[src/sv/mlfq_pkg.sv]
// Package for the three-level feedback queue scheduler.
// Holds sizes, request/status codes, payload structs and the control/status
// structs shared by the controller, datapath and top level. No dependencies.
`timescale 1ns / 1ps

package mlfq_pkg;

    // Sizes
    localparam int QUEUE_DEPTH = 16;
    localparam int LEVELS      = 3;
    localparam int NSLOT       = LEVELS * QUEUE_DEPTH;
    localparam int ADDR_W      = $clog2(NSLOT);
    localparam int PTR_W       = $clog2(QUEUE_DEPTH);
    localparam int CNT_W       = $clog2(QUEUE_DEPTH + 1);
    localparam int SUM_W       = $clog2(2 * QUEUE_DEPTH);
    localparam int LVL_W       = $clog2(LEVELS);
    localparam int CFG_IDX_W   = 2;

    // Request codes
    localparam logic [2:0] REQ_ADD      = 3'd0;
    localparam logic [2:0] REQ_DISPATCH = 3'd1;
    localparam logic [2:0] REQ_PREEMPT  = 3'd2;
    localparam logic [2:0] REQ_TICK     = 3'd3;
    localparam logic [2:0] REQ_BOOST    = 3'd4;

    // Status codes
    localparam logic [1:0] ST_OK    = 2'd0;
    localparam logic [1:0] ST_FULL  = 2'd1;
    localparam logic [1:0] ST_EMPTY = 2'd2;

    // Job states on add
    localparam logic [1:0] JS_READY   = 2'd1;
    localparam logic [1:0] JS_RUNNING = 2'd2;

    // Configuration register indexes
    localparam logic [CFG_IDX_W-1:0] CFG_QUANTUM0 = 2'd0;
    localparam logic [CFG_IDX_W-1:0] CFG_QUANTUM1 = 2'd1;
    localparam logic [CFG_IDX_W-1:0] CFG_QUANTUM2 = 2'd2;

    // Quantum reset values
    localparam logic [7:0] QUANTUM0_RST = 8'd2;
    localparam logic [7:0] QUANTUM1_RST = 8'd10;
    localparam logic [7:0] QUANTUM2_RST = 8'd20;

    typedef struct packed {
        logic [2:0]  req_type;
        logic [7:0]  job_id;
        logic [1:0]  job_state;
        logic [1:0]  job_level;
        logic        has_run;
        logic [15:0] ready_time;
        logic        running_present;
    } req_t;

    typedef struct packed {
        logic [1:0]  status;
        logic [7:0]  out_job_id;
        logic [1:0]  out_level;
        logic [7:0]  out_quantum;
        logic [15:0] out_ready_time;
        logic        preempt;
    } rsp_t;

    // One queue slot
    typedef struct packed {
        logic [7:0]  id;
        logic [15:0] rt;
    } entry_t;

    // Controller to datapath
    typedef struct packed {
        logic capture;
        logic exec;
        logic disp_fin;
        logic tick_run;
        logic boost_run;
    } dp_cmd_t;

    // Datapath to controller
    typedef struct packed {
        logic [2:0] req_type;
        logic       disp_hit;
        logic       scan_last;
        logic       boost_left;
    } dp_stat_t;

endpackage

[src/sv/mlfq_ctrl.sv]
// Controller state machine of the feedback queue scheduler.
// Sequences request capture, execution, memory sweeps and the result strobe.
// Depends on mlfq_pkg.
`timescale 1ns / 1ps

module mlfq_ctrl (
    input  logic               clk,
    input  logic               rst_n,
    input  logic               start,
    output logic               busy,
    output logic               done,
    output mlfq_pkg::dp_cmd_t  cmd,
    input  mlfq_pkg::dp_stat_t stat
);

    typedef enum logic [2:0] {
        S_IDLE,
        S_EXEC,
        S_DISP,
        S_TICK,
        S_BOOST,
        S_DRAIN,
        S_RESP
    } state_t;

    state_t state_reg, state_next;
    logic   busy_reg, busy_next;
    logic   done_reg, done_next;

    // Next state and commands
    always_comb
    begin
        state_next = state_reg;
        cmd        = '0;
        case (state_reg)
            S_IDLE, S_RESP:
            begin
                if (start)
                begin
                    cmd.capture = 1'b1;
                    state_next  = S_EXEC;
                end
                else
                begin
                    state_next = S_IDLE;
                end
            end
            S_EXEC:
            begin
                cmd.exec = 1'b1;
                case (stat.req_type)
                    mlfq_pkg::REQ_DISPATCH: state_next = stat.disp_hit ? S_DISP : S_RESP;
                    mlfq_pkg::REQ_TICK:     state_next = S_TICK;
                    mlfq_pkg::REQ_BOOST:    state_next = S_BOOST;
                    default:                state_next = S_RESP;
                endcase
            end
            S_DISP:
            begin
                cmd.disp_fin = 1'b1;
                state_next   = S_RESP;
            end
            S_TICK:
            begin
                cmd.tick_run = 1'b1;
                if (stat.scan_last)
                begin
                    state_next = S_DRAIN;
                end
            end
            S_BOOST:
            begin
                cmd.boost_run = 1'b1;
                if (!stat.boost_left)
                begin
                    state_next = S_DRAIN;
                end
            end
            S_DRAIN:
            begin
                state_next = S_RESP;
            end
            default:
            begin
                state_next = S_IDLE;
            end
        endcase
        busy_next = !((state_next == S_IDLE) || (state_next == S_RESP));
        done_next = (state_next == S_RESP);
    end

    // State and registered outputs
    always_ff @(posedge clk or negedge rst_n)
    begin
        if (!rst_n)
        begin
            state_reg <= S_IDLE;
            busy_reg  <= 1'b0;
            done_reg  <= 1'b0;
        end
        else
        begin
            state_reg <= state_next;
            busy_reg  <= busy_next;
            done_reg  <= done_next;
        end
    end

    assign busy = busy_reg;
    assign done = done_reg;

endmodule

[src/sv/mlfq_datapath.sv]
// Datapath of the feedback queue scheduler: slot memory, per-level FIFO
// pointers, quantum registers and the result register.
// Depends on mlfq_pkg.
`timescale 1ns / 1ps

module mlfq_datapath (
    input  logic                                clk,
    input  logic                                rst_n,
    input  mlfq_pkg::req_t                      req,
    input  logic                                cfg_we,
    input  logic [mlfq_pkg::CFG_IDX_W-1:0]      cfg_index,
    input  logic [7:0]                          cfg_data,
    input  mlfq_pkg::dp_cmd_t                   cmd,
    output mlfq_pkg::dp_stat_t                  stat,
    output mlfq_pkg::rsp_t                      rsp
);

    localparam int AW = mlfq_pkg::ADDR_W;
    localparam int PW = mlfq_pkg::PTR_W;
    localparam int CW = mlfq_pkg::CNT_W;
    localparam int LW = mlfq_pkg::LVL_W;
    localparam int SW = mlfq_pkg::SUM_W;
    localparam int LV = mlfq_pkg::LEVELS;
    localparam int QD = mlfq_pkg::QUEUE_DEPTH;

    // Slot memory
    mlfq_pkg::entry_t mem [mlfq_pkg::NSLOT];
    mlfq_pkg::entry_t rd_data_reg;

    logic [PW-1:0] head_reg  [LV];
    logic [PW-1:0] head_next [LV];
    logic [CW-1:0] count_reg  [LV];
    logic [CW-1:0] count_next [LV];
    logic [CW-1:0] total_reg, total_next;
    logic [AW-1:0] scan_reg, scan_next;
    logic          wb_valid_reg, wb_valid_next;
    logic [AW-1:0] wb_addr_reg, wb_addr_next;
    logic          wb_inc_reg, wb_inc_next;
    logic [LW-1:0] disp_lvl_reg, disp_lvl_next;
    mlfq_pkg::req_t req_reg;
    mlfq_pkg::rsp_t rsp_reg, rsp_next;
    logic [7:0]    quantum0_reg, quantum1_reg, quantum2_reg;

    logic             rd_en;
    logic [AW-1:0]    rd_addr;
    logic             mem_we;
    logic [AW-1:0]    mem_waddr;
    mlfq_pkg::entry_t mem_wdata;

    logic          full;
    logic [LW-1:0] add_lvl;
    logic          disp_hit;
    logic [LW-1:0] disp_lvl;
    logic          boost_left;
    logic [LW-1:0] boost_lvl;
    logic          pre_flag;

    function automatic logic [AW-1:0] slot_addr(input logic [LW-1:0] lvl,
                                                input logic [PW-1:0] ptr);
        slot_addr = AW'(lvl) * AW'(QD) + AW'(ptr);
    endfunction

    function automatic logic [PW-1:0] ptr_inc(input logic [PW-1:0] ptr);
        ptr_inc = (int'(ptr) == QD - 1) ? '0 : PW'(ptr + 1'b1);
    endfunction

    function automatic logic [PW-1:0] tail_of(input logic [PW-1:0] head,
                                              input logic [CW-1:0] cnt);
        logic [SW-1:0] s;
        s = SW'(head) + SW'(cnt);
        if (int'(s) >= QD)
        begin
            s = s - SW'(QD);
        end
        tail_of = PW'(s);
    endfunction

    function automatic logic [7:0] quantum_of(input logic [LW-1:0] lvl,
                                              input logic [7:0] q0,
                                              input logic [7:0] q1,
                                              input logic [7:0] q2);
        if (int'(lvl) == 0)
        begin
            quantum_of = q0;
        end
        else if (int'(lvl) == 1)
        begin
            quantum_of = q1;
        end
        else
        begin
            quantum_of = q2;
        end
    endfunction

    // Decisions on the latched request and current occupancy
    always_comb
    begin
        logic [1:0] cur;
        full = (int'(total_reg) >= QD);
        cur  = (int'(req_reg.job_level) >= LV) ? 2'(LV - 1) : req_reg.job_level;
        if (req_reg.job_state == mlfq_pkg::JS_RUNNING)
        begin
            add_lvl = (int'(cur) < LV - 1) ? LW'(cur + 2'd1) : LW'(cur);
        end
        else if (req_reg.job_state == mlfq_pkg::JS_READY && req_reg.has_run)
        begin
            add_lvl = LW'(cur);
        end
        else
        begin
            add_lvl = '0;
        end

        // Highest nonempty level
        disp_hit = 1'b0;
        disp_lvl = '0;
        for (int l = LV - 1; l >= 0; l--)
        begin
            if (count_reg[l] != '0)
            begin
                disp_hit = 1'b1;
                disp_lvl = LW'(l);
            end
        end

        // Highest nonempty level below level 0
        boost_left = 1'b0;
        boost_lvl  = '0;
        for (int l = LV - 1; l >= 1; l--)
        begin
            if (count_reg[l] != '0)
            begin
                boost_left = 1'b1;
                boost_lvl  = LW'(l);
            end
        end

        // Any job above the running job's level, or no running job at all
        pre_flag = !req_reg.running_present;
        for (int l = 0; l < LV; l++)
        begin
            if (l < int'(req_reg.job_level) && count_reg[l] != '0)
            begin
                pre_flag = 1'b1;
            end
        end
    end

    // Pointer, count and sweep updates
    always_comb
    begin
        head_next     = head_reg;
        count_next    = count_reg;
        total_next    = total_reg;
        scan_next     = scan_reg;
        wb_valid_next = 1'b0;
        wb_addr_next  = wb_addr_reg;
        wb_inc_next   = 1'b0;
        disp_lvl_next = disp_lvl_reg;
        rsp_next      = rsp_reg;
        rd_en         = 1'b0;
        rd_addr       = '0;
        mem_we        = wb_valid_reg;
        mem_waddr     = wb_addr_reg;
        mem_wdata     = rd_data_reg;
        if (wb_inc_reg && rd_data_reg.rt != 16'hFFFF)
        begin
            mem_wdata.rt = rd_data_reg.rt + 16'd1;
        end

        if (cmd.capture)
        begin
            scan_next = '0;
        end

        if (cmd.exec)
        begin
            rsp_next = '0;
            case (req_reg.req_type)
                mlfq_pkg::REQ_ADD:
                begin
                    if (full)
                    begin
                        rsp_next.status = mlfq_pkg::ST_FULL;
                    end
                    else
                    begin
                        mem_we               = 1'b1;
                        mem_waddr            = slot_addr(add_lvl,
                                               tail_of(head_reg[add_lvl], count_reg[add_lvl]));
                        mem_wdata.id         = req_reg.job_id;
                        mem_wdata.rt         = req_reg.ready_time;
                        count_next[add_lvl]  = count_reg[add_lvl] + 1'b1;
                        total_next           = total_reg + 1'b1;
                        rsp_next.out_level   = 2'(add_lvl);
                        rsp_next.out_quantum = quantum_of(add_lvl, quantum0_reg,
                                                          quantum1_reg, quantum2_reg);
                    end
                end
                mlfq_pkg::REQ_DISPATCH:
                begin
                    if (disp_hit)
                    begin
                        rd_en                = 1'b1;
                        rd_addr              = slot_addr(disp_lvl, head_reg[disp_lvl]);
                        head_next[disp_lvl]  = ptr_inc(head_reg[disp_lvl]);
                        count_next[disp_lvl] = count_reg[disp_lvl] - 1'b1;
                        total_next           = total_reg - 1'b1;
                        disp_lvl_next        = disp_lvl;
                    end
                    else
                    begin
                        rsp_next.status = mlfq_pkg::ST_EMPTY;
                    end
                end
                mlfq_pkg::REQ_PREEMPT:
                begin
                    rsp_next.preempt = pre_flag;
                end
                default:
                begin
                    rsp_next.status = mlfq_pkg::ST_OK;
                end
            endcase
        end

        // Dispatched slot arrives from memory
        if (cmd.disp_fin)
        begin
            rsp_next.status         = mlfq_pkg::ST_OK;
            rsp_next.out_job_id     = rd_data_reg.id;
            rsp_next.out_level      = 2'(disp_lvl_reg);
            rsp_next.out_quantum    = quantum_of(disp_lvl_reg, quantum0_reg,
                                                 quantum1_reg, quantum2_reg);
            rsp_next.out_ready_time = rd_data_reg.rt;
            rsp_next.preempt        = 1'b0;
        end

        // Aging sweep: read one slot, write it back incremented next cycle
        if (cmd.tick_run)
        begin
            rd_en         = 1'b1;
            rd_addr       = scan_reg;
            scan_next     = scan_reg + 1'b1;
            wb_valid_next = 1'b1;
            wb_addr_next  = scan_reg;
            wb_inc_next   = 1'b1;
        end

        // Boost: move one job from a lower level to the level 0 tail
        if (cmd.boost_run && boost_left)
        begin
            rd_en                 = 1'b1;
            rd_addr               = slot_addr(boost_lvl, head_reg[boost_lvl]);
            head_next[boost_lvl]  = ptr_inc(head_reg[boost_lvl]);
            count_next[boost_lvl] = count_reg[boost_lvl] - 1'b1;
            count_next[0]         = count_reg[0] + 1'b1;
            wb_valid_next         = 1'b1;
            wb_addr_next          = slot_addr('0, tail_of(head_reg[0], count_reg[0]));
            wb_inc_next           = 1'b0;
        end
    end

    // Memory: one write and one registered read per cycle
    always_ff @(posedge clk)
    begin
        if (mem_we)
        begin
            mem[mem_waddr] <= mem_wdata;
        end
        if (rd_en)
        begin
            rd_data_reg <= mem[rd_addr];
        end
    end

    // Control state
    always_ff @(posedge clk or negedge rst_n)
    begin
        if (!rst_n)
        begin
            for (int l = 0; l < LV; l++)
            begin
                head_reg[l]  <= '0;
                count_reg[l] <= '0;
            end
            total_reg    <= '0;
            wb_valid_reg <= 1'b0;
            quantum0_reg <= mlfq_pkg::QUANTUM0_RST;
            quantum1_reg <= mlfq_pkg::QUANTUM1_RST;
            quantum2_reg <= mlfq_pkg::QUANTUM2_RST;
        end
        else
        begin
            head_reg     <= head_next;
            count_reg    <= count_next;
            total_reg    <= total_next;
            wb_valid_reg <= wb_valid_next;
            if (cfg_we)
            begin
                case (cfg_index)
                    mlfq_pkg::CFG_QUANTUM0: quantum0_reg <= cfg_data;
                    mlfq_pkg::CFG_QUANTUM1: quantum1_reg <= cfg_data;
                    mlfq_pkg::CFG_QUANTUM2: quantum2_reg <= cfg_data;
                    default:                ;
                endcase
            end
        end
    end

    // Payload registers
    always_ff @(posedge clk)
    begin
        if (cmd.capture)
        begin
            req_reg <= req;
        end
        scan_reg     <= scan_next;
        wb_addr_reg  <= wb_addr_next;
        wb_inc_reg   <= wb_inc_next;
        disp_lvl_reg <= disp_lvl_next;
        rsp_reg      <= rsp_next;
    end

    assign stat.req_type   = req_reg.req_type;
    assign stat.disp_hit   = disp_hit;
    assign stat.scan_last  = (int'(scan_reg) == mlfq_pkg::NSLOT - 1);
    assign stat.boost_left = boost_left;
    assign rsp             = rsp_reg;

endmodule

[src/sv/multilevel_feedback_queue_scheduler_top.sv]
// Top level of the three-level feedback queue scheduler.
// Instantiates mlfq_ctrl and mlfq_datapath; depends on mlfq_pkg.
//
// Usage:
//   Requests: drive req and raise start; a transfer happens on a rising edge
//   with start high and busy low. Exactly one result per request appears on
//   rsp with done high for one cycle; the receiver cannot stall it.
//   Configuration: cfg_valid/cfg_ready write channel (cfg_ready is always
//   high), cfg_index selects quantum 0..2, other indexes are ignored.
//   Write it only while no request is in flight.
//   Sequence: add, preempt check and empty dispatch pass EXEC, then RESP
//   raises done; a dispatch that returns a job also passes DISP (one
//   registered memory read). Tick sweeps all 48 slots through the single
//   memory port in TICK; boost moves one job per cycle in BOOST; both
//   then pass DRAIN. busy is low in the done cycle, so a new request
//   can be accepted while done is high.
//   Reset: queues empty, quanta 2, 10, 20; no clearing pass is needed.
`timescale 1ns / 1ps

module multilevel_feedback_queue_scheduler_top (
    input  logic                             clk,
    input  logic                             rst_n,
    input  logic                             start,
    output logic                             busy,
    input  mlfq_pkg::req_t                   req,
    output logic                             done,
    output mlfq_pkg::rsp_t                   rsp,
    input  logic                             cfg_valid,
    output logic                             cfg_ready,
    input  logic [mlfq_pkg::CFG_IDX_W-1:0]   cfg_index,
    input  logic [7:0]                       cfg_data
);

    mlfq_pkg::dp_cmd_t  cmd;
    mlfq_pkg::dp_stat_t stat;

    assign cfg_ready = 1'b1;

    mlfq_ctrl u_ctrl (
        .clk   (clk),
        .rst_n (rst_n),
        .start (start),
        .busy  (busy),
        .done  (done),
        .cmd   (cmd),
        .stat  (stat)
    );

    mlfq_datapath u_dp (
        .clk       (clk),
        .rst_n     (rst_n),
        .req       (req),
        .cfg_we    (cfg_valid && cfg_ready),
        .cfg_index (cfg_index),
        .cfg_data  (cfg_data),
        .cmd       (cmd),
        .stat      (stat),
        .rsp       (rsp)
    );

endmodule

[config.mk]
export PLATFORM = sky130hd
export DESIGN_NAME = multilevel_feedback_queue_scheduler_top
export DESIGN_NICKNAME = d
export VERILOG_FILES = /design/src/sv/mlfq_pkg.sv /design/src/sv/mlfq_ctrl.sv /design/src/sv/mlfq_datapath.sv /design/src/sv/multilevel_feedback_queue_scheduler_top.sv
export SDC_FILE = /design/constraint.sdc
export NUM_CORES = 2
export LEC_CHECK = 0
export ABC_CLOCK_PERIOD_IN_PS = 9100
export BUFFER_PORTS_ARGS = -buffer_cell sky130_fd_sc_hd__buf_4
export CORE_UTILIZATION = 42
export DETAILED_ROUTE_END_ITERATION = 10
export GPL_TIMING_DRIVEN = 0
export SLEW_MARGIN = 20
export SYNTH_ARGS = -nofsm -noshare
export SYNTH_HDL_FRONTEND = slang
export SYNTH_HIERARCHICAL = 1
export SYNTH_SLANG_ARGS = --single-unit
[constraint.sdc]
create_clock -name clk -period 9.1 [get_ports clk]
set_clock_uncertainty 0.05 [all_clocks]
set_input_delay 2.73 -clock clk [delete_from_list [all_inputs] [get_ports clk]]
set_output_delay 2.73 -clock clk [all_outputs]
set_load 0.03 [all_outputs]
# [Word level (Yosys, flattened, before mapping)]
# Memory sizes are Yosys's and may differ from the RTL's. A register that Yosys moved wholly into a read port is not among the register bits.
# Index checks and enable logic that the tools add are counted.
[classes] mux=117 add_sub_neg=18 n_bitwise=3 reduce_logical=32 eq_ne=23 n_lt_le_gt_ge=14
[ops] op="$mux 24" n=3
[ops] op="$mux 35" n=2
[ops] op="$mux 4" n=17
[ops] op="$mux 15" n=4
[ops] op="$mux 6" n=10
[ops] op="$mux 5" n=11
[ops] op="$mux 12" n=4
[ops] op="$bwmux 15" n=3
[ops] op="$mux 8" n=4
[ops] op="$bmux 5 s2" n=3
[ops] op="$demux 5 s2" n=3
[ops] op="$pmux 15 s2" n=1
[ops] op="$mux 1" n=27
[ops] op="$bmux 4 s2" n=3
[ops] op="$bwmux 12" n=2
[ops] op="$mux 10" n=2
[ops] op="$add 6x4->6" n=3
[ops] op="$add 16x1->16 const B" n=1
[ops] op="$demux 4 s2" n=2
[ops] op="$mux 16" n=1
[ops] op="$mux 2" n=8
[ops] op="$ne 16x16->1 const B" n=1
[ops] op="$add 5x1->5 const B" n=3
[ops] op="$eq 3x3->1 const B" n=5
[ops] op="other kinds (38)" n=84
[word_totals] output_inout_bits=40 mem_bits_rw=1152 word_cells=240 reg_bits=147 memories=1 inputBits=47
[mem_list] memory="u_dp.mem" words=48 word_bits=24 rd=1 rd_clocked_by_memory_dff=1 wr=1 line_no="mlfq_datapath.sv:27" source="mlfq_pkg::entry_t mem [mlfq_pkg::NSLOT];"

# [Depth between registers and ports, before layout]
[depth] depth_word=19 depth_mapped=15 depth_no_buf=14

# [Cells and area by module]
# Netlist, hierarchy kept.
[by_module_without_submodules] module="mlfq_datapath" cells_per_inst=3672 area_per_inst_um2=53552.6 instances=1 seq_area_each_um2=39238.9
[by_module_without_submodules] module="mlfq_ctrl" cells_per_inst=38 area_per_inst_um2=349.1 instances=1 seq_area_each_um2=125.1
[by_module_without_submodules] module="multilevel_feedback_queue_scheduler_top" cells_per_inst=2 area_per_inst_um2=11.3 instances=1 seq_area_each_um2=0.0

# [Worst setup path before layout]
# OpenSTA, ideal clock, no wires.
[synth_timing] path_type="register -> register" startpoint="register u_dp/req_reg[21] in the netlist's numbering" endpoint="memory u_dp/mem[11][0] in the netlist's numbering, enable pin" n_path_buf=1 synth_period_minus_slack_ps=4677 required_time_ps=8645 arrival_ps=4222 stages_incl_launch_ff=15 setup_ps=405 path_slack_ps=4423 path_cell_list="edfxtp_1 > nand2b_1 > o21ai_0 > a22oi_1 > clkbuf_1 > mux2_2 > ha_1 > inv_1 > fa_1 > xor2_1 > nor2_1 > a21oi_1 > and2_1 > nand2_1 > nor2_1"
[synth_between] elab_chain_len=18 word_cells_on_any_way=23 cone_classes="add/sub (3); order compare (1); eq/ne (2); mux (15); bitwise (1); reduce/logical (1)"
[synth_lines] element="from (decl)" line_no="mlfq_datapath.sv:40" source="mlfq_pkg::req_t req_reg;"
[synth_lines] element="from (signal assigned)" line_no="mlfq_datapath.sv:317" source="req_reg <= req;"
[synth_lines] element="$eq 2x1->1" line_no="mlfq_datapath.sv:106" source="else if (req_reg.job_state == mlfq_pkg::JS_READY && req_reg.has_run)"
[synth_lines] element="$logic_and 1x1->1" line_no="mlfq_datapath.sv:106"
[synth_lines] element="$mux 2" line_no="mlfq_datapath.sv:106"
[synth_lines] element="$mux 2 (*)" line_no="mlfq_datapath.sv:102" source="if (req_reg.job_state == mlfq_pkg::JS_RUNNING)"
[synth_lines] element="$not 2->3 (not written as such)" line_no="mlfq_datapath.sv:191" source="tail_of(head_reg[add_lvl], count_reg[add_lvl]));"
[synth_lines] element="$bmux 4 s2 or $bmux 5 s2 (tied branches)" line_no="mlfq_datapath.sv:191"
[synth_lines] element="$mux 4 (not written as such) or $mux 5 (tied branches) (2 in a row)" line_no="mlfq_datapath.sv:191"
[synth_lines] element="$add 4x5->5" line_no="mlfq_datapath.sv:70" source="s = SW'(head) + SW'(cnt);"
[synth_lines] element="$sub 4x1->4 or $ge 5x5->1 (tied branches)" line_no="mlfq_datapath.sv:73, mlfq_datapath.sv:71"
[synth_lines] element="$mux 4" line_no="mlfq_datapath.sv:71" source="if (int'(s) >= QD)"
[synth_lines] element="$mux 4" line_no="mlfq_datapath.sv:183" source="if (full)"
[synth_lines] element="$mux 4" line_no="mlfq_datapath.sv:180" source="case (req_reg.req_type)"
[synth_lines] element="$mux 4" line_no="mlfq_datapath.sv:177" source="if (cmd.exec)"
[synth_lines] element="$add 6x4->6 (*)" line_no="mlfq_datapath.sv:60" source="slot_addr = AW'(lvl) * AW'(QD) + AW'(ptr);"
[synth_lines] element="$mux 6 (*)" line_no="mlfq_datapath.sv:183"
[synth_lines] element="$mux 6 (*)" line_no="mlfq_datapath.sv:180"
[synth_lines] element="$mux 6 (*)" line_no="mlfq_datapath.sv:177"
[synth_lines] element="to (decl)" line_no="mlfq_datapath.sv:27"
# Mark *: on every way between the ends. The rest lies on a longest branch, timed or not. The select of a mux whose other input is x is not followed.

==> run metrics <==
status completed; Leakage 21.41 nW; Worst Min Path Start u_dp/rsp[36]; Sequential cell area 39360 µm²; final worst-path cycle share about 71%; Routed WL approximately 160000 µm; Vias/cell 6.020; Die H 360.3 µm; share of layout cells above drive strength 1 15.69%; per-cell routed wire length around 28 µm; gpl congestion about 0.92; Fin. Hold Viols 0; Max VDD drop 167.1 µV; Crit. End Element register; Unique masters post-synth 95; Setup WS pre-CTS 2.760 ns; Seq/Total Area, Yosys 73.01%; Reg-to-Reg Start u_ctrl/state_reg[2]; first-pass GRT wire length 236000 µm; Yosys reg bits 1323; clk buf depth 3; Yosys warnings 6; cts repair resizes 0; met3 GRT Util 5.754%; NumNets Final 4095; FILL cells 10.72k; first drt pass iteration count 8; top-level port count 87; setup_tns 0 ns; Worst EP arrival 6.87 ns; asr flop ratio synth 4.686%; Port Buffers 85; Worst-Margin Slew about 1.2 ns; worst-path fanout max 29; initial core utilization 42.28%; Largest register FFs 1152; Die Area 129800 µm²; Worst-Skew Late Latency 0.78 ns; busiest grt layer met2; Pwr Density roughly 360 nW/µm²; r2r endpoint u_dp/rd_data_reg[1]; cts bufs inserted 137; Pins Over Slew Limit 0; clk slew on worst S/H paths about 0.06 ns; Worst Hold End u_dp/rsp[36]; Area Overhead vs Synth 17.76%; Initial DRC Count about 4.4k; Slowest-stage cell, CP nor4_1; cts hold-fix bufs 0; min Tclk post-route 6.497 ns; CTS sink cnt 1323; total number of vias 34.88k; core area 127500 µm²; synthesized area roughly 54000 µm²; Synth area leader edfxtp_1; Simple-Gate Fraction of Synth Area 7.928%; largest family of logic cells by synthesized area compound AO/OA/AOI/OAI gates; Post-Synth Adder-Cell Area 0.5291%; Yosys top cell area share between 60% and 70%; min setup slack post-route 2.603 ns; max-cap violations 0; multi-input logic area 13960 µm²; max_slew headroom 16.87%; worst reg-to-reg path cell count 14; CTS H-tree depth 4; met2 usage 39.51%; Post-Synth XOR/XNOR Area 0.6986%; post-synthesis mux area share 4.563%; crit path kind reg2reg; Synth Net Count roughly 3.8k; Mapped Cells about 3.7k; crit-path max cell delay 0.98 ns; FMAX 153.9 MHz; top-count cell post-synth edfxtp_1; met1 usage between 30 and 40%; GRT Total Usage 25.09%; CTS tree done; worst hold path class reg2reg; row count 131; r2r setup slk 2.60 ns; setup bufs post-CTS 0; WHS Path Cells 2; placed wire-length estimate 115400 µm; GR Overflow Total 0; CTS root buffer clkbuf_16; Post-synth EDFFs ~1.3k; number of setup violations in the final report 0; antenna violations before repair 4; Commonest cells post-synth 1255 x edfxtp_1, 517 x nand2_1, 273 x o22ai_1; Die Wd ~360 µm; cell family with most CP delay buffers and inverters; crit-path cells clkbuf_8, nor3b_1, clkbuf_1, o41a_1, buf_6, o32ai_4, inv_2, o21ai_2, nor2_2, clkbuf_1, clkbuf_1, a211oi_1, nor4_1, nor4_1; RSZ-0062 raised after global routing false; hold slack 0.4227 ns; ANT nets after route 0; number of global-route vias before repair 33.68k; Top cell by count, worst path clkbuf_1; Synth area leaders edfxtp_1 70%, mux2i_1 3.8%, nand2_1 3.6%; Synth Area in Compound Gates about 11%; largest net degree at the start of global routing 63; startpoint types register; CP required between 9 and 10 ns; Primary FF master, synth edfxtp_1; mean area per synthesized cell 14.52 µm²; DRC violations left 0; Crit path buffers/inverters 6
## worst max-delay path by stage
stage,from,endpoint,slack [ns],cells after the start
final,u_ctrl/state_reg[2],u_dp/rd_data_reg[1],2.60,14
after global routing,u_ctrl/state_reg[2],u_dp/rd_data_reg[1],2.43,14
after CTS,u_ctrl/state_reg[2],u_dp/rd_data_reg[2],2.76,14
after detailed placement,u_ctrl/state_reg[2],u_dp/rd_data_reg[2],2.76,14
after global placement,u_dp/rd_data_reg[0],u_dp/mem[3][9],0.08,9
after floorplan,u_dp/req_reg[21],u_dp/mem[11][0],4.42,14
## worst register-to-register path, cell delays in order (launching register included)
cell	delay, ns
dfrtp_1	0.40
clkbuf_8	0.18
nor3b_1	0.25
clkbuf_1	0.58
o41a_1	0.35
buf_6	0.18
o32ai_4	0.15
inv_2	0.60
o21ai_2	0.31
nor2_2	0.33
clkbuf_1	0.62
clkbuf_1	0.66
a211oi_1	0.20
nor4_1	0.98
nor4_1	0.35
## power by group
group          total (mW)  switching [mW]  internal, mW
Sequential           8.39           0.270          8.12
Clock                5.29            2.35          2.95
Combinational        9.46            6.66          2.80
## layout make-up
cell class,count,area share [%]
antenna,1,0.003941
buffer,245,1.916
clock buffer,179,5.731
clock inverter,64,0.8356
inverter,24,0.1419
multi-input combinational,2120,21.98
sequential,1323,62.00
tap,1662,3.275
timing repair buffer,176,4.115
## cell usage in the layout, fill, tap and decap left out, drive strengths merged, types with 6 or more instances in the layout
cell type and instances:
edfxtp 1255, nand2 520, clkbuf 308, buf 292, o22ai 273, mux2i 203
a21oi 169, nor2 142, o21ai 91, a211oi 79, nand3 61, dfrtp 57
clkinv 54, and3 53, nor4 52, a311oi 47, mux2 38, a22o 33
a31oi 33, and2 30, or3 29, a221oi 29, xnor2 28, inv 28
a32oi 24, a2111oi 23, ha 18, xor2 15, nor3 14, a21o 8
nand3b 7, or2 7, a22oi 6, dfxtp 6, nor3b 6, o31ai 6
## cells by family (layout without fill, tap and decap cells)
logic type | Yosys count | in the layout
XOR/XNOR | 43 | 43
adder cells (fa/ha/maj) | 21 | 21
flip-flops | 1323 | 1323
multiplexers | 241 | 241
AO/OA/AOI/OAI | 868 | 868
buffers and inverters | 269 | 688
AND/OR/NAND/NOR | 946 | 946
other | 1 | 2
## metal layers
layer	vias to the layer above	wire (µm)
met2	1670	76100
met4	0	6229
met3	280	16140
li1	15192	-
met5	-	0
met1	17737	66210
## metrics by stage
stage	instances	power [mW]	util (%)	instance area [µm²]
finish	5794	23.14	49.79	63490
CTS	5793	23.01	49.77	63470
detailed placement	5550	17.73	46.50	59300
global placement	5459	17.01	44.41	56630
floorplan	3712	13.17	-	53910
global route	5793	23.87	49.79	63490
Note: power is estimated with default switching activity, not from simulation.
